File: config.mk
export PLATFORM = sky130hd
export DESIGN_NAME = accumulator_alu_fold_flat
export DESIGN_NICKNAME = d
export VERILOG_FILES = /design/src/rtl/acc_pkg.sv /design/src/rtl/acc_if.sv /design/src/rtl/accumulator_alu_fold.sv /design/src/rtl/acc_ctrl.sv /design/src/rtl/acc_dp.sv /design/src/flat_wrapper.sv
export SDC_FILE = /design/constraint.sdc
export NUM_CORES = 1
export LEC_CHECK = 0
export ABC_CLOCK_PERIOD_IN_PS = 6200
export BUFFER_PORTS_ARGS = -buffer_cell sky130_fd_sc_hd__buf_4
export CORE_MARGIN = 4
export CORE_UTILIZATION = 40
export DETAILED_ROUTE_END_ITERATION = 6
export PLACE_DENSITY = 0.65
export SYNTH_ARGS = -nofsm -noshare
export SYNTH_HDL_FRONTEND = slang
export SYNTH_SLANG_ARGS = --single-unit
File: constraint.sdc
create_clock -name i_clk -period 6.2 [get_ports i_clk]
set_input_delay 1.55 -clock i_clk [delete_from_list [all_inputs] [get_ports i_clk]]
set_output_delay 1.55 -clock i_clk [all_outputs]
set_load 0.1 [all_outputs]
File: src/rtl/acc_pkg.sv
// Package for the accumulator ALU fold block.
// Holds opcode constants and the command and status structs between controller and datapath.
// No dependencies.
package acc_pkg;

    localparam int OPCODE_W = 3;

    localparam logic [OPCODE_W-1:0] OP_ADD = 3'd0;
    localparam logic [OPCODE_W-1:0] OP_SUB = 3'd1;
    localparam logic [OPCODE_W-1:0] OP_MUL = 3'd2;
    localparam logic [OPCODE_W-1:0] OP_DIV = 3'd3;
    localparam logic [OPCODE_W-1:0] OP_REM = 3'd4;

    typedef struct packed {
        logic load_in;
        logic step;
        logic commit;
        logic emit;
    } t_cmd;

    typedef struct packed {
        logic iterative;
        logic last;
        logic out_free;
    } t_sts;

endpackage

File: src/rtl/acc_if.sv
// Valid/ready channel interfaces for the accumulator ALU fold block.
// Operand channel and result channel; uses acc_pkg for the opcode width.
interface acc_in_if #(parameter int DATA_WIDTH = 32) ();
    logic                         valid;
    logic                         ready;
    logic                         load_first;
    logic [acc_pkg::OPCODE_W-1:0] opcode;
    logic signed [DATA_WIDTH-1:0] operand;
    logic                         last;

    modport source (output valid, load_first, opcode, operand, last, input ready);
    modport sink   (input valid, load_first, opcode, operand, last, output ready);
endinterface

interface acc_out_if #(parameter int DATA_WIDTH = 32) ();
    logic                         valid;
    logic                         ready;
    logic signed [DATA_WIDTH-1:0] result;
    logic                         divide_by_zero;

    modport source (output valid, result, divide_by_zero, input ready);
    modport sink   (input valid, result, divide_by_zero, output ready);
endinterface

File: src/rtl/accumulator_alu_fold.sv
// Accumulator ALU fold: one item at a time; add, subtract, load and unused opcodes pass
// through the execute and finish states before the next accept; multiply, divide and remainder
// also run DATA_WIDTH steps of the one-bit-per-cycle shift-add/subtract unit in execute.
// A result is registered into the output register when the finish state commits a last beat;
// a full output register holds the block until it drains.
// Synchronous active-low reset clears accumulator, error flag and output valid.
module accumulator_alu_fold #(
    parameter int DATA_WIDTH = 32
) (
    input  logic       i_clk,
    input  logic       i_rst_n,
    acc_in_if.sink     i_in,
    acc_out_if.source  o_out
);

    acc_pkg::t_cmd w_cmd;
    acc_pkg::t_sts w_sts;

    acc_ctrl #(
        .DATA_WIDTH(DATA_WIDTH)
    ) u_ctrl (
        .i_clk  (i_clk),
        .i_rst_n(i_rst_n),
        .i_valid(i_in.valid),
        .o_ready(i_in.ready),
        .i_sts  (w_sts),
        .o_cmd  (w_cmd)
    );

    acc_dp #(
        .DATA_WIDTH(DATA_WIDTH)
    ) u_dp (
        .i_clk           (i_clk),
        .i_rst_n         (i_rst_n),
        .i_cmd           (w_cmd),
        .o_sts           (w_sts),
        .i_load_first    (i_in.load_first),
        .i_opcode        (i_in.opcode),
        .i_operand       (i_in.operand),
        .i_last          (i_in.last),
        .o_valid         (o_out.valid),
        .i_ready         (o_out.ready),
        .o_result        (o_out.result),
        .o_divide_by_zero(o_out.divide_by_zero)
    );

endmodule

File: src/rtl/acc_ctrl.sv
// Controller state machine for the accumulator ALU fold block.
// Sequences accept, iteration and commit; depends on acc_pkg.
module acc_ctrl #(
    parameter int DATA_WIDTH = 32
) (
    input  logic          i_clk,
    input  logic          i_rst_n,
    input  logic          i_valid,
    output logic          o_ready,
    input  acc_pkg::t_sts i_sts,
    output acc_pkg::t_cmd o_cmd
);

    localparam int CNT_W = $clog2(DATA_WIDTH + 1);

    typedef enum logic [1:0] {
        S_IDLE,
        S_EXEC,
        S_FIN
    } t_state;

    t_state           r_state, n_state;
    logic [CNT_W-1:0] r_cnt, n_cnt;

    always_comb begin
        n_state = r_state;
        n_cnt   = r_cnt;
        o_cmd   = '0;
        o_ready = (r_state == S_IDLE);
        case (r_state)
            S_IDLE: begin
                if (i_valid) begin
                    o_cmd.load_in = 1'b1;
                    n_cnt         = CNT_W'(DATA_WIDTH);
                    n_state       = S_EXEC;
                end
            end
            S_EXEC: begin
                if (!i_sts.iterative) begin
                    n_state = S_FIN;
                end else begin
                    o_cmd.step = 1'b1;
                    n_cnt      = r_cnt - 1'b1;
                    if (r_cnt == CNT_W'(1)) begin
                        n_state = S_FIN;
                    end
                end
            end
            S_FIN: begin
                if (!i_sts.last || i_sts.out_free) begin
                    o_cmd.commit = 1'b1;
                    o_cmd.emit   = i_sts.last;
                    n_state      = S_IDLE;
                end
            end
            default: begin
                n_state = S_IDLE;
            end
        endcase
    end

    always_ff @(posedge i_clk) begin
        if (!i_rst_n) begin
            r_state <= S_IDLE;
            r_cnt   <= '0;
        end else begin
            r_state <= n_state;
            r_cnt   <= n_cnt;
        end
    end

`ifndef SYNTHESIS
    a_accept_to_exec: assert property (@(posedge i_clk) disable iff (!i_rst_n)
        (i_valid && o_ready) |=> (r_state == S_EXEC))
        else $error("accepted beat did not start execution");

    a_exec_count: assert property (@(posedge i_clk) disable iff (!i_rst_n)
        (r_state == S_EXEC) |-> (r_cnt != '0))
        else $error("iteration count exhausted while executing");

    a_emit_free: assert property (@(posedge i_clk) disable iff (!i_rst_n)
        o_cmd.emit |-> (i_sts.out_free && o_cmd.commit))
        else $error("result emitted without a free output slot");
`endif

endmodule

File: src/rtl/acc_dp.sv
// Datapath for the accumulator ALU fold block: accumulator, error flag,
// shift-add multiplier, restoring divider and output register. Depends on acc_pkg.
module acc_dp #(
    parameter int DATA_WIDTH = 32
) (
    input  logic                         i_clk,
    input  logic                         i_rst_n,
    input  acc_pkg::t_cmd                i_cmd,
    output acc_pkg::t_sts                o_sts,
    input  logic                         i_load_first,
    input  logic [acc_pkg::OPCODE_W-1:0] i_opcode,
    input  logic signed [DATA_WIDTH-1:0] i_operand,
    input  logic                         i_last,
    output logic                         o_valid,
    input  logic                         i_ready,
    output logic signed [DATA_WIDTH-1:0] o_result,
    output logic                         o_divide_by_zero
);

    localparam int W = DATA_WIDTH;

    logic [W-1:0]                 r_acc, n_acc;
    logic                         r_err, n_err;
    logic                         r_load;
    logic [acc_pkg::OPCODE_W-1:0] r_op;
    logic [W-1:0]                 r_b;
    logic                         r_last;
    logic [W-1:0]                 r_hi, r_lo, r_opnd;
    logic [W-1:0]                 n_hi, n_lo, n_opnd;
    logic [W-1:0]                 r_res;
    logic                         r_dbz;
    logic                         r_out_valid;

    logic [W-1:0] w_acc_mag, w_in_mag, w_quo_s, w_rem_s;
    logic [W:0]   w_trial, w_diff;
    logic         w_fits, w_in_div, w_is_div, w_is_mul;

    assign w_acc_mag = r_acc[W-1] ? (W'(0) - r_acc) : r_acc;
    assign w_in_mag  = i_operand[W-1] ? (W'(0) - W'(i_operand)) : W'(i_operand);
    assign w_in_div  = (i_opcode == acc_pkg::OP_DIV) || (i_opcode == acc_pkg::OP_REM);
    assign w_is_div  = (r_op == acc_pkg::OP_DIV) || (r_op == acc_pkg::OP_REM);
    assign w_is_mul  = (r_op == acc_pkg::OP_MUL);

    assign w_trial = {r_hi, r_lo[W-1]};
    assign w_diff  = w_trial - {1'b0, r_opnd};
    assign w_fits  = (w_trial >= {1'b0, r_opnd});

    assign w_quo_s = (r_acc[W-1] ^ r_b[W-1]) ? (W'(0) - r_lo) : r_lo;
    assign w_rem_s = r_acc[W-1] ? (W'(0) - r_hi) : r_hi;

    assign o_sts.iterative = !r_load && (w_is_mul || w_is_div);
    assign o_sts.last      = r_last;
    assign o_sts.out_free  = !r_out_valid || i_ready;

    always_comb begin
        n_hi   = r_hi;
        n_lo   = r_lo;
        n_opnd = r_opnd;
        if (i_cmd.load_in) begin
            n_hi = '0;
            if (w_in_div) begin
                n_lo   = w_acc_mag;
                n_opnd = w_in_mag;
            end else begin
                n_lo   = W'(i_operand);
                n_opnd = r_acc;
            end
        end else if (i_cmd.step) begin
            if (w_is_div) begin
                n_hi = w_fits ? w_diff[W-1:0] : w_trial[W-1:0];
                n_lo = {r_lo[W-2:0], w_fits};
            end else begin
                n_hi   = r_hi + (r_lo[0] ? r_opnd : '0);
                n_lo   = r_lo >> 1;
                n_opnd = r_opnd << 1;
            end
        end
    end

    always_comb begin
        n_acc = r_acc;
        n_err = r_err;
        if (r_load) begin
            n_acc = r_b;
            n_err = 1'b0;
        end else begin
            case (r_op)
                acc_pkg::OP_ADD: n_acc = r_acc + r_b;
                acc_pkg::OP_SUB: n_acc = r_acc - r_b;
                acc_pkg::OP_MUL: n_acc = r_hi;
                acc_pkg::OP_DIV: begin
                    if (r_b == '0) begin
                        n_err = 1'b1;
                    end else begin
                        n_acc = w_quo_s;
                    end
                end
                acc_pkg::OP_REM: begin
                    if (r_b == '0) begin
                        n_err = 1'b1;
                    end else begin
                        n_acc = w_rem_s;
                    end
                end
                default: begin
                    n_acc = r_acc;
                end
            endcase
        end
    end

    always_ff @(posedge i_clk) begin
        if (i_cmd.load_in) begin
            r_load <= i_load_first;
            r_op   <= i_opcode;
            r_b    <= W'(i_operand);
            r_last <= i_last;
        end
        r_hi   <= n_hi;
        r_lo   <= n_lo;
        r_opnd <= n_opnd;
        if (i_cmd.emit) begin
            r_res <= n_acc;
            r_dbz <= n_err;
        end
    end

    always_ff @(posedge i_clk) begin
        if (!i_rst_n) begin
            r_acc       <= '0;
            r_err       <= 1'b0;
            r_out_valid <= 1'b0;
        end else begin
            if (i_cmd.commit) begin
                r_acc <= n_acc;
                r_err <= n_err;
            end
            if (i_cmd.emit) begin
                r_out_valid <= 1'b1;
            end else if (i_ready) begin
                r_out_valid <= 1'b0;
            end
        end
    end

    assign o_valid          = r_out_valid;
    assign o_result         = r_res;
    assign o_divide_by_zero = r_dbz;

`ifndef SYNTHESIS
    a_load_clears: assert property (@(posedge i_clk) disable iff (!i_rst_n)
        (i_cmd.commit && r_load) |=> (!r_err && (r_acc == $past(r_b))))
        else $error("load did not set accumulator and clear error");

    a_zero_div_sets: assert property (@(posedge i_clk) disable iff (!i_rst_n)
        (i_cmd.commit && !r_load && w_is_div && (r_b == '0))
            |=> (r_err && $stable(r_acc)))
        else $error("zero divisor did not hold accumulator and set error");
`endif

endmodule
File: src/flat_wrapper.sv
// flat-port wrapper written by rule: the top's interface ports become plain ports
module accumulator_alu_fold_flat 
#(
    parameter int DATA_WIDTH = 32
)
  (i_clk, i_rst_n, i_in_valid, i_in_load_first, i_in_opcode, i_in_operand, i_in_last, i_in_ready, o_out_valid, o_out_result, o_out_divide_by_zero, o_out_ready);
  acc_in_if #(.DATA_WIDTH(DATA_WIDTH)) i_in_i ();
  acc_out_if #(.DATA_WIDTH(DATA_WIDTH)) o_out_i ();
  input  logic i_clk;
  input  logic i_rst_n;
  input wire logic [$bits(i_in_i.valid)-1:0] i_in_valid;
  input wire logic [$bits(i_in_i.load_first)-1:0] i_in_load_first;
  input wire logic [$bits(i_in_i.opcode)-1:0] i_in_opcode;
  input wire logic [$bits(i_in_i.operand)-1:0] i_in_operand;
  input wire logic [$bits(i_in_i.last)-1:0] i_in_last;
  output wire logic [$bits(i_in_i.ready)-1:0] i_in_ready;
  output wire logic [$bits(o_out_i.valid)-1:0] o_out_valid;
  output wire logic [$bits(o_out_i.result)-1:0] o_out_result;
  output wire logic [$bits(o_out_i.divide_by_zero)-1:0] o_out_divide_by_zero;
  input wire logic [$bits(o_out_i.ready)-1:0] o_out_ready;
  assign i_in_i.valid = i_in_valid;
  assign i_in_i.load_first = i_in_load_first;
  assign i_in_i.opcode = i_in_opcode;
  assign i_in_i.operand = i_in_operand;
  assign i_in_i.last = i_in_last;
  assign i_in_ready = i_in_i.ready;
  assign o_out_valid = o_out_i.valid;
  assign o_out_result = o_out_i.result;
  assign o_out_divide_by_zero = o_out_i.divide_by_zero;
  assign o_out_i.ready = o_out_ready;
  accumulator_alu_fold #(.DATA_WIDTH(DATA_WIDTH)) u_core (.i_clk(i_clk), .i_rst_n(i_rst_n), .i_in(i_in_i), .o_out(o_out_i));
endmodule
==> results of run 1 <==
-- per-stage QoR --
| step | total power [mW] | instances | util (%) | area, um2 | setup WS (ns) |
|---|---|---|---|---|---|
| after detailed placement | 3.10 | 2941 | 42.7 | 19900 | 1.28 |
| after CTS | 4.58 | 2986 | 44.4 | 20700 | 1.33 |
| after global routing | 4.80 | 2986 | 44.4 | 20700 | 0.942 |
| final | 4.57 | 2986 | 44.4 | 20700 | 1.18 |
| after floorplan | 2.71 | 2379 | - | 18900 | 1.59 |
| after global placement | 3.08 | 2941 | 42.7 | 19900 | 1.30 |
-- synth_stat cells (19+ instances only) --
cell / n / area (um2)
sky130_fd_sc_hd__o31ai_1: 51 / 383
sky130_fd_sc_hd__a31oi_1: 54 / 338
sky130_fd_sc_hd__xnor2_1: 83 / 727
sky130_fd_sc_hd__clkbuf_1: 131 / 492
sky130_fd_sc_hd__o21ai_0: 191 / 956
sky130_fd_sc_hd__a211oi_1: 64 / 480
sky130_fd_sc_hd__a21o_1: 38 / 285
sky130_fd_sc_hd__a21boi_0: 22 / 165
sky130_fd_sc_hd__nand3_1: 49 / 245
sky130_fd_sc_hd__o211ai_1: 26 / 195
sky130_fd_sc_hd__edfxtp_1: 134 / 4020
sky130_fd_sc_hd__xor2_1: 127 / 1110
sky130_fd_sc_hd__o21a_1: 20 / 150
sky130_fd_sc_hd__o41ai_1: 19 / 166
sky130_fd_sc_hd__nand2_1: 265 / 995
sky130_fd_sc_hd__or3_1: 27 / 169
sky130_fd_sc_hd__dfxtp_1: 74 / 1480
sky130_fd_sc_hd__nor3_1: 36 / 180
sky130_fd_sc_hd__nor2_1: 206 / 773
sky130_fd_sc_hd__a21oi_1: 176 / 881
sky130_fd_sc_hd__a221oi_1: 19 / 166
sky130_fd_sc_hd__o22ai_1: 26 / 163
sky130_fd_sc_hd__or4_1: 20 / 150
sky130_fd_sc_hd__inv_1: 97 / 364
sky130_fd_sc_hd__nand2b_1: 29 / 181
sky130_fd_sc_hd__ha_1: 101 / 1260
sky130_fd_sc_hd__and3_1: 20 / 125
-- cells by family (layout without fill, tap and decap cells) --
kind of cell | after synthesis | in the layout
AND/OR/NAND/NOR | 765 | 765
adder cells (fa/ha/maj) | 104 | 104
buffers and inverters | 248 | 248
multiplexers | 25 | 25
flip-flops | 208 | 208
AO/OA/AOI/OAI | 819 | 819
XOR/XNOR | 210 | 210
-- critical path, delay by kind of cell (launching register included) --
kind	cells	cell delay [ns]
fa+ha+maj	1	0.32
flops	1	0.50
compound gates	9	2.03
xor+xnor	1	0.18
simple gates	5	1.85
-- cell type report --
class                           instances  area, um2  area share (%)
Clock buffer                           27        633            3.06
Multi-Input combinational cell       1923      12500            60.3
Tap cell                              607        759            3.67
Sequential cell                       208       5510            26.6
Clock inverter                         18        159           0.767
Inverter                               97        364            1.76
Timing Repair Buffer                  106        796            3.84
-- registers in the layout (all words and copies together), names as in the netlist --
| register | count |
|---|---|
| u_core.u_dp.r_opnd | 32 |
| u_core.u_dp.r_last | 1 |
| u_core.u_dp.r_op | 3 |
| u_core.u_dp.r_b | 32 |
| u_core.u_dp.r_acc | 32 |
| u_core.u_dp.r_load | 1 |
| u_core.u_ctrl.r_cnt | 6 |
| u_core.u_dp.o_result | 32 |
| u_core.u_dp.r_err | 1 |
| u_core.u_dp.r_hi | 32 |
| u_core.u_dp.o_valid | 1 |
| u_core.u_dp.o_divide_by_zero | 1 |
| u_core.u_ctrl.r_state | 2 |
| u_core.u_dp.r_lo | 32 |
-- placed cells by master (no fill, tap or decap), drive strengths merged, types with 20 or more instances in the layout --
master / synthesis / layout
o41ai: 20 / 20
dfxtp: 74 / 74
nand2: 265 / 265
o211ai: 26 / 26
or3: 29 / 29
nor2: 206 / 206
nand2b: 29 / 29
xnor2: 83 / 83
a21o: 38 / 38
a21boi: 22 / 22
xor2: 127 / 127
ha: 101 / 101
and3: 20 / 20
nand3: 49 / 49
inv: 97 / 98
a211oi: 64 / 64
or4: 26 / 26
o31ai: 55 / 55
o21ai: 198 / 198
nor3: 36 / 36
edfxtp: 134 / 134
o21a: 20 / 20
a21oi: 176 / 176
a31oi: 54 / 54
buf: 18 / 106
o22ai: 26 / 26
clkbuf: 133 / 27
-- routing by layer --
layer | share of wire [%] | track usage, %
met1 | 45 | 34.3
met2 | 46 | 39.0
met3 | 6.0 | 2.24
met4 | 3.4 | 7.71
met5 | 0 | 0
-- worst max-delay path by stage --
stage	from	end	depth (start not counted)
6_report	u_core.u_dp.r_b[2]	u_core.u_dp.r_acc[31]	16
5_1_grt	u_core.u_dp.r_op[2]	u_core.u_dp.o_result[22]	16
3_5_place_dp	i_in_operand[5]	u_core.u_dp.r_opnd[27]	11
4_1_cts	u_core.u_dp.r_b[2]	u_core.u_dp.r_acc[31]	16
2_1_floorplan	u_core.u_dp.r_op[2]	u_core.u_dp.o_result[22]	19
3_3_place_gp	i_in_operand[5]	u_core.u_dp.r_opnd[29]	11
-- power by group --
part           total, mW  switching (mW)  internal, mW
clock               1.47           0.642         0.825
combinational       1.36           0.871         0.494
sequential          1.74           0.137          1.60
total               4.57            1.65          2.92
==> insert_results.sql, run 1 <==
INSERT INTO impl_metrics (metric_group, metric, value, unit) VALUES
('timing', 'period_share', '80.9', '%'),
('clock_tree', 'post_cts_resize_count', '0', ''),
('placement', 'gpl.final_weighted_congestion', '0.974', ''),
('min_path', 'hold-path-cell-count', '2', ''),
('clock_tree', 'ctsRootBufferMaster', 'sky130_fd_sc_hd__clkbuf_16', ''),
('layout', 'fillerInstances', '4642', ''),
('clock_tree', 'cts_setup_buffers', '0', ''),
('die', 'core_rows', '79', ''),
('critical_path', 'nature_of_the_critical_path_startpoint', 'flop', ''),
('die', 'die-width', '225', 'um'),
('die', 'start_util', '40.5', '%'),
('timing', 'period_needed', '5.02', 'ns'),
('critical_path', 'critical_path.slowest_cell', 'sky130_fd_sc_hd__nor4_1', ''),
('synth', 'synth.mux.area_fraction', '1.40', '%'),
('timing', 'worst_pin_slew', '1.20', 'ns'),
('die', 'die_h', '225', 'um'),
('synth', 'yosysUniqueCellTypes', '84', ''),
('synth', 'ys_async_sr_fraction', '0', '%'),
('critical_path', 'crit_arrival', '5.46', 'ns'),
('synth', 'cell_area_after_synthesis', '0.0189', 'mm2'),
('drt', 'vias', '18459', ''),
('global_route', 'grt_antenna_before_repair', '0', ''),
('critical_path', 'critical_path.reg2reg.endpoint', 'u_core.u_dp.r_acc[31]', ''),
('drt', 'totalWireLength', '63.7', 'mm'),
('outcome', 'run_status', 'complete, no violations', ''),
('clock_tree', 'number_of_buffers_added_by_the_clock_tree_synthesis_step', '25', ''),
('pwr', 'leakagePower', '8.08', 'nW'),
('die', 'top_level_ports', '76', ''),
('job', 'cap_violations', '0', ''),
('timing', 'slew_viol_final', '0', ''),
('global_route', 'grt_start_max_net_pins', '73', ''),
('global_route', 'first_global_vias', '16961', ''),
('critical_path', 'rr_worst_depth', '16', ''),
('timing', 'clock-skew-final', '0.0224', 'ns'),
('clock_tree', 'tritoncts', 'done', ''),
('synth', 'main_combinational_cell_family_by_area_after_synthesis', 'compound AO/OA/AOI/OAI gates', ''),
('critical_path', 'worst-endpoint-required', '6.64', 'ns'),
('die', 'floorplan.core_area', '0.0467', 'mm2'),
('synth', 'number_of_warnings_issued_by_yosys', '0', ''),
('timing', 'setup_tns', '0', 'ns'),
('synth', 'compound_gate_fraction_of_synth_area', '28.4', '%'),
('global_route', 'grt_pass1_wl', '98.9', 'mm'),
('drt', 'iter_0_drt_violations', '1883', ''),
('die', 'die_area', '0.0508', 'mm2'),
('clock_tree', 'total_number_of_h_tree_levels', '1', ''),
('synth', 'syn_avg_cell_area', '7.94', 'um2'),
('synth', 'syn_inst', '2379', ''),
('synth', 'ys_ff_latch', '208', ''),
('timing', 'relSlewSlack', '19.5', '%'),
('pwr', 'p_per_area', '221', 'mW/mm2'),
('drt', 'antenna_left', '0', ''),
('min_path', 'worst_hold_startpoint', 'u_core.u_dp.r_err', ''),
('synth', 'synth_xor_area_share', '9.73', '%'),
('synth', 'yosys.area_share.adder', '7.01', '%'),
('synth', 'synth_simple_gate_area_share', '19.3', '%'),
('critical_path', 'cp_max_fo', '7', ''),
('drt', 'remaining_drc_errors', '0', ''),
('synth', 'share_of_synthesized_area_occupied_by_flip_flops_and_latches', '29.1', '%'),
('clock_tree', 'clock_sinks', '208', ''),
('layout', 'layout-drive-gt1-share', '9.08', '%'),
('clock_tree', 'hold_buffers', '0', ''),
('timing', 'setup_violations', '0', ''),
('global_route', 'grt.overflow.total', '0', ''),
('drt', 'via_per_inst', '6.18', ''),
('layout', 'final_nets', '2506', ''),
('min_path', 'timing.hold.worst_endpoint', 'u_core.u_dp.r_err', ''),
('timing', 'setup_repair_after_global_routing_missed_its_margin', 'no', ''),
('critical_path', 'critical_path_type', 'reg2reg', ''),
('global_route', 'globalRouteTotalUtil', '24.2', '%'),
('synth', 'dominantRegCellSynth', 'sky130_fd_sc_hd__edfxtp_1', ''),
('clock_tree', 'clkTransAtPathRegs', '0.06', 'ns');
No activity file was read; power rests on OpenSTA's default activity.
==> run 2, diff against run 1 <==
--- a/config.mk
+++ b/config.mk
@@ -5,7 +5,7 @@
 export SDC_FILE = /design/constraint.sdc
 export NUM_CORES = 1
 export LEC_CHECK = 0
-export ABC_CLOCK_PERIOD_IN_PS = 6200
+export ABC_CLOCK_PERIOD_IN_PS = 5100
 export BUFFER_PORTS_ARGS = -buffer_cell sky130_fd_sc_hd__buf_4
 export CORE_MARGIN = 4
 export CORE_UTILIZATION = 40
==> constraint.sdc (replaced) <==
create_clock -name i_clk -period 5.1 [get_ports i_clk]
set_input_delay 1.275 -clock i_clk [delete_from_list [all_inputs] [get_ports i_clk]]
set_output_delay 1.275 -clock i_clk [all_outputs]
set_load 0.1 [all_outputs]
==> run 2 against run 1 <==
Against the previous run:
- clock power grew 25%
- utilization rose by 0.50 points
- sequential power is 21% higher
- worst setup slack got worse by 0.74 ns
- critical path type unchanged
- largest cell class unchanged
==> insert_results.sql, run 2 (synthesized netlist as in run 1, its figures left out) <==
INSERT INTO impl_metrics (metric_group, metric, value, unit) VALUES
('outcome', 'run_status', 'complete, no violations', ''),
('job', 'cap_violations', '0', ''),
('global_route', 'globalRouteTotalUtil', '24.2', '%'),
('pwr', 'fin_total_pwr', '5.64', 'mW'),
('drt', 'iter_0_drt_violations', '2020', ''),
('critical_path', 'crit_chain', 'buf_4, inv_1, nor2_1, buf_4, nor2_1, xnor2_1, ha_1, nor2b_1, o21ai_0, a21boi_0, o31ai_1, a21oi_1, a211oi_1, buf_4, o21ai_0, xor2_1, a221oi_1, a21oi_1', ''),
('layout', 'final_nets', '2529', ''),
('die', 'floorplan.core_area', '0.0467', 'mm2'),
('layout', 'fillerInstances', '4651', ''),
('clock_tree', 'clkTransAtPathRegs', '0.06', 'ns'),
('critical_path', 'critical_path.n_buffers_inverters', '4', ''),
('die', 'die-width', '225', 'um'),
('pwr', 'vdd_ir_drop_max', '0.218', 'mV'),
('clock_tree', 'clock_path_buffers', '3', ''),
('min_path', 'holdCritPathClass', 'reg2reg', ''),
('clock_tree', 'hold_buffers', '0', ''),
('timing', 'setup_repair_after_global_routing_missed_its_margin', 'no', ''),
('drt', 'drt-pass1-iter-count', '6', ''),
('layout', 'syn_to_final_growth', '10.9', '%'),
('critical_path', 'worst-endpoint-required', '5.36', 'ns'),
('placement', 'place_area', '0.0201', 'mm2'),
('global_route', 'grt_antenna_before_repair', '0', ''),
('layout', 'seqCellArea', '0.00551', 'mm2'),
('placement', 'port_buffers', '75', ''),
('clock_tree', 'number_of_buffers_added_by_the_clock_tree_synthesis_step', '25', ''),
('clock_tree', 'cts_setup_buffers', '0', ''),
('layout', 'area_of_the_multi_input_gates', '0.0125', 'mm2'),
('timing', 'slew_viol_final', '0', ''),
('placement', 'post-dp-hpwl', '47.6', 'mm'),
('die', 'top_level_ports', '76', ''),
('global_route', 'globalRouteMet3Util', '2.50', '%'),
('drt', 'antenna_left', '0', ''),
('global_route', 'grt.overflow.total', '0', ''),
('drt', 'remaining_drc_errors', '0', ''),
('pwr', 'p_per_area', '269', 'mW/mm2'),
('clock_tree', 'ctsRootBufferMaster', 'sky130_fd_sc_hd__clkbuf_16', ''),
('critical_path', 'crit_top_cell', 'sky130_fd_sc_hd__buf_4', ''),
('layout', 'most-common-layout-cells', 'sky130_fd_sc_hd__nand2_1, sky130_fd_sc_hd__nor2_1, sky130_fd_sc_hd__o21ai_0', ''),
('timing', 'period_needed', '4.65', 'ns'),
('clock_tree', 'clk_latency', '0.55', 'ns'),
('critical_path', 'ff2ff_setup_slack', '0.45', 'ns'),
('timing', 'relSlewSlack', '22.6', '%'),
('clock_tree', 'tritoncts', 'done', ''),
('timing', 'setup_tns', '0', 'ns'),
('critical_path', 'crit_arrival', '4.91', 'ns'),
('timing', 'clock-skew-final', '0.0174', 'ns'),
('timing', 'period_share', '91.2', '%'),
('pwr', 'leakagePower', '8.23', 'nW'),
('clock_tree', 'total_number_of_h_tree_levels', '1', ''),
('placement', 'gpl.final_weighted_congestion', '0.999', ''),
('critical_path', 'nature_of_the_critical_path_startpoint', 'flop', ''),
('drt', 'wire_per_inst', '21.3', 'um'),
('layout', 'final-instance-count-excl-fill', '3010', ''),
('critical_path', 'critical_path.slowest_cell', 'sky130_fd_sc_hd__o31ai_1', ''),
('clock_tree', 'post_cts_resize_count', '0', ''),
('critical_path', 'reg2reg_from', 'u_core.u_dp.r_op[0]', ''),
('global_route', 'grt_start_max_net_pins', '127', ''),
('global_route', 'global_routing_s_busiest_layer', 'met2', ''),
('timing', 'timing.hold.ws', '0.497', 'ns'),
('drt', 'vias', '18761', ''),
('critical_path', 'critical_path.reg2reg.endpoint', 'u_core.u_dp.o_result[24]', ''),
('placement', 'dp_cells', '2964', ''),
('min_path', 'timing.hold.worst_endpoint', 'u_core.u_dp.r_err', ''),
('layout', 'antennaDiodeCount', '0', ''),
('timing', 'setup_violations', '0', ''),
('critical_path', 'rr_worst_depth', '18', ''),
('layout', 'layout.cells.most_common', 'sky130_fd_sc_hd__nand2_1', ''),
('layout', 'layout-drive-gt1-share', '9.99', '%'),
('global_route', 'grt_pass1_wl', '99.5', 'mm'),
('min_path', 'hold-path-cell-count', '2', ''),
('timing', 'worst_pin_slew', '1.16', 'ns'),
('critical_path', 'critical_path.endpoint_type', 'flop', ''),
('clock_tree', 'clock_sinks', '208', ''),
('layout', 'final_design_area_no_fill', '0.0210', 'mm2'),
('timing', 'report.final.hold_viol_count', '0', ''),
('critical_path', 'critical_path_type', 'reg2reg', ''),
('global_route', 'use_met1', '33.6', '%'),
('die', 'core_rows', '79', ''),
('critical_path', 'critPathTopFamily', 'compound AO/OA/AOI/OAI gates', ''),
('drt', 'via_per_inst', '6.23', ''),
('die', 'start_util', '40.5', '%'),
('drt', 'totalWireLength', '64.2', 'mm'),
('die', 'die_h', '225', 'um'),
('critical_path', 'cp_max_fo', '10', ''),
('die', 'die_area', '0.0508', 'mm2'),
('timing', 'max_clock_freq', '0.215', 'GHz'),
('min_path', 'worst_hold_startpoint', 'u_core.u_dp.r_err', ''),
('critical_path', 'slowest_delay', '0.56', 'ns'),
('global_route', 'first_global_vias', '17522', ''),
('global_route', 'gr-usage-met2', '39.2', '%');
-- run 2: cell count changes in the layout (fill, tap and decap cells not counted), moves of 2 or more --
cell | previous run | this run
sky130_fd_sc_hd__clkinvlp_4 | 3 | 1
sky130_fd_sc_hd__clkinv_4 | 3 | 0
sky130_fd_sc_hd__buf_4 | 106 | 128
sky130_fd_sc_hd__clkbuf_8 | 0 | 9
sky130_fd_sc_hd__clkbuf_1 | 2 | 4
sky130_fd_sc_hd__clkinv_2 | 6 | 3
-- run 2: power by group --
group          total (mW)  internal (mW)  leakage (nW)  switching (mW)
Sequential           2.11           1.95          1.88           0.161
Combinational        1.69          0.612          5.94            1.08
Clock                1.84           1.08         0.411           0.761
-- run 2: per-stage QoR --
stage          worst slack (ns)  utilization [%]
2_1_floorplan             0.492                -
3_3_place_gp              0.486             43.1
3_5_place_dp              0.483             43.1
4_1_cts                   0.498             44.9
5_1_grt                   0.169             44.9
6_report                  0.447             44.9
-- run 2: worst max-delay path by stage --
stage / from / endpoint / slack, ns / cells after the start
6_report: u_core.u_dp.r_op[0] / u_core.u_dp.o_result[24] / 0.45 / 18
5_1_grt: u_core.u_dp.r_b[2] / u_core.u_dp.o_result[30] / 0.17 / 16
2_1_floorplan: u_core.u_dp.r_op[2] / u_core.u_dp.o_result[22] / 0.49 / 19
3_3_place_gp: i_in_operand[5] / u_core.u_dp.r_opnd[27] / 0.49 / 11
3_5_place_dp: i_in_operand[5] / u_core.u_dp.r_opnd[27] / 0.48 / 11
4_1_cts: u_core.u_dp.r_b[2] / u_core.u_dp.r_acc[31] / 0.50 / 16
-- run 2: per-layer routing --
| layer | part of all wire, % | wire length, um |
|---|---|---|
| met1 | 44 | 28100 |
| met2 | 45 | 29200 |
| met3 | 7.0 | 4470 |
| met4 | 3.9 | 2510 |
| met5 | 0 | 0 |
-- run 2: area by class of cell --
| class | instances | share of cell area (%) |
|---|---|---|
| multi-input cells | 1923 | 59.7 |
| flip-flops and latches | 208 | 26.3 |
| repair buffers | 129 | 4.68 |
| well taps | 607 | 3.62 |
| clock inverters | 8 | 0.328 |
| inverters | 97 | 1.74 |
| clock buffers | 38 | 3.65 |
-- run 2: worst min-delay path: cells and delay by family, from the launching register on --
family           cells  cell delay (ns)
flip-flops           1             0.32
AND/OR/NAND/NOR      1             0.06
AO/OA/AOI/OAI        1             0.07
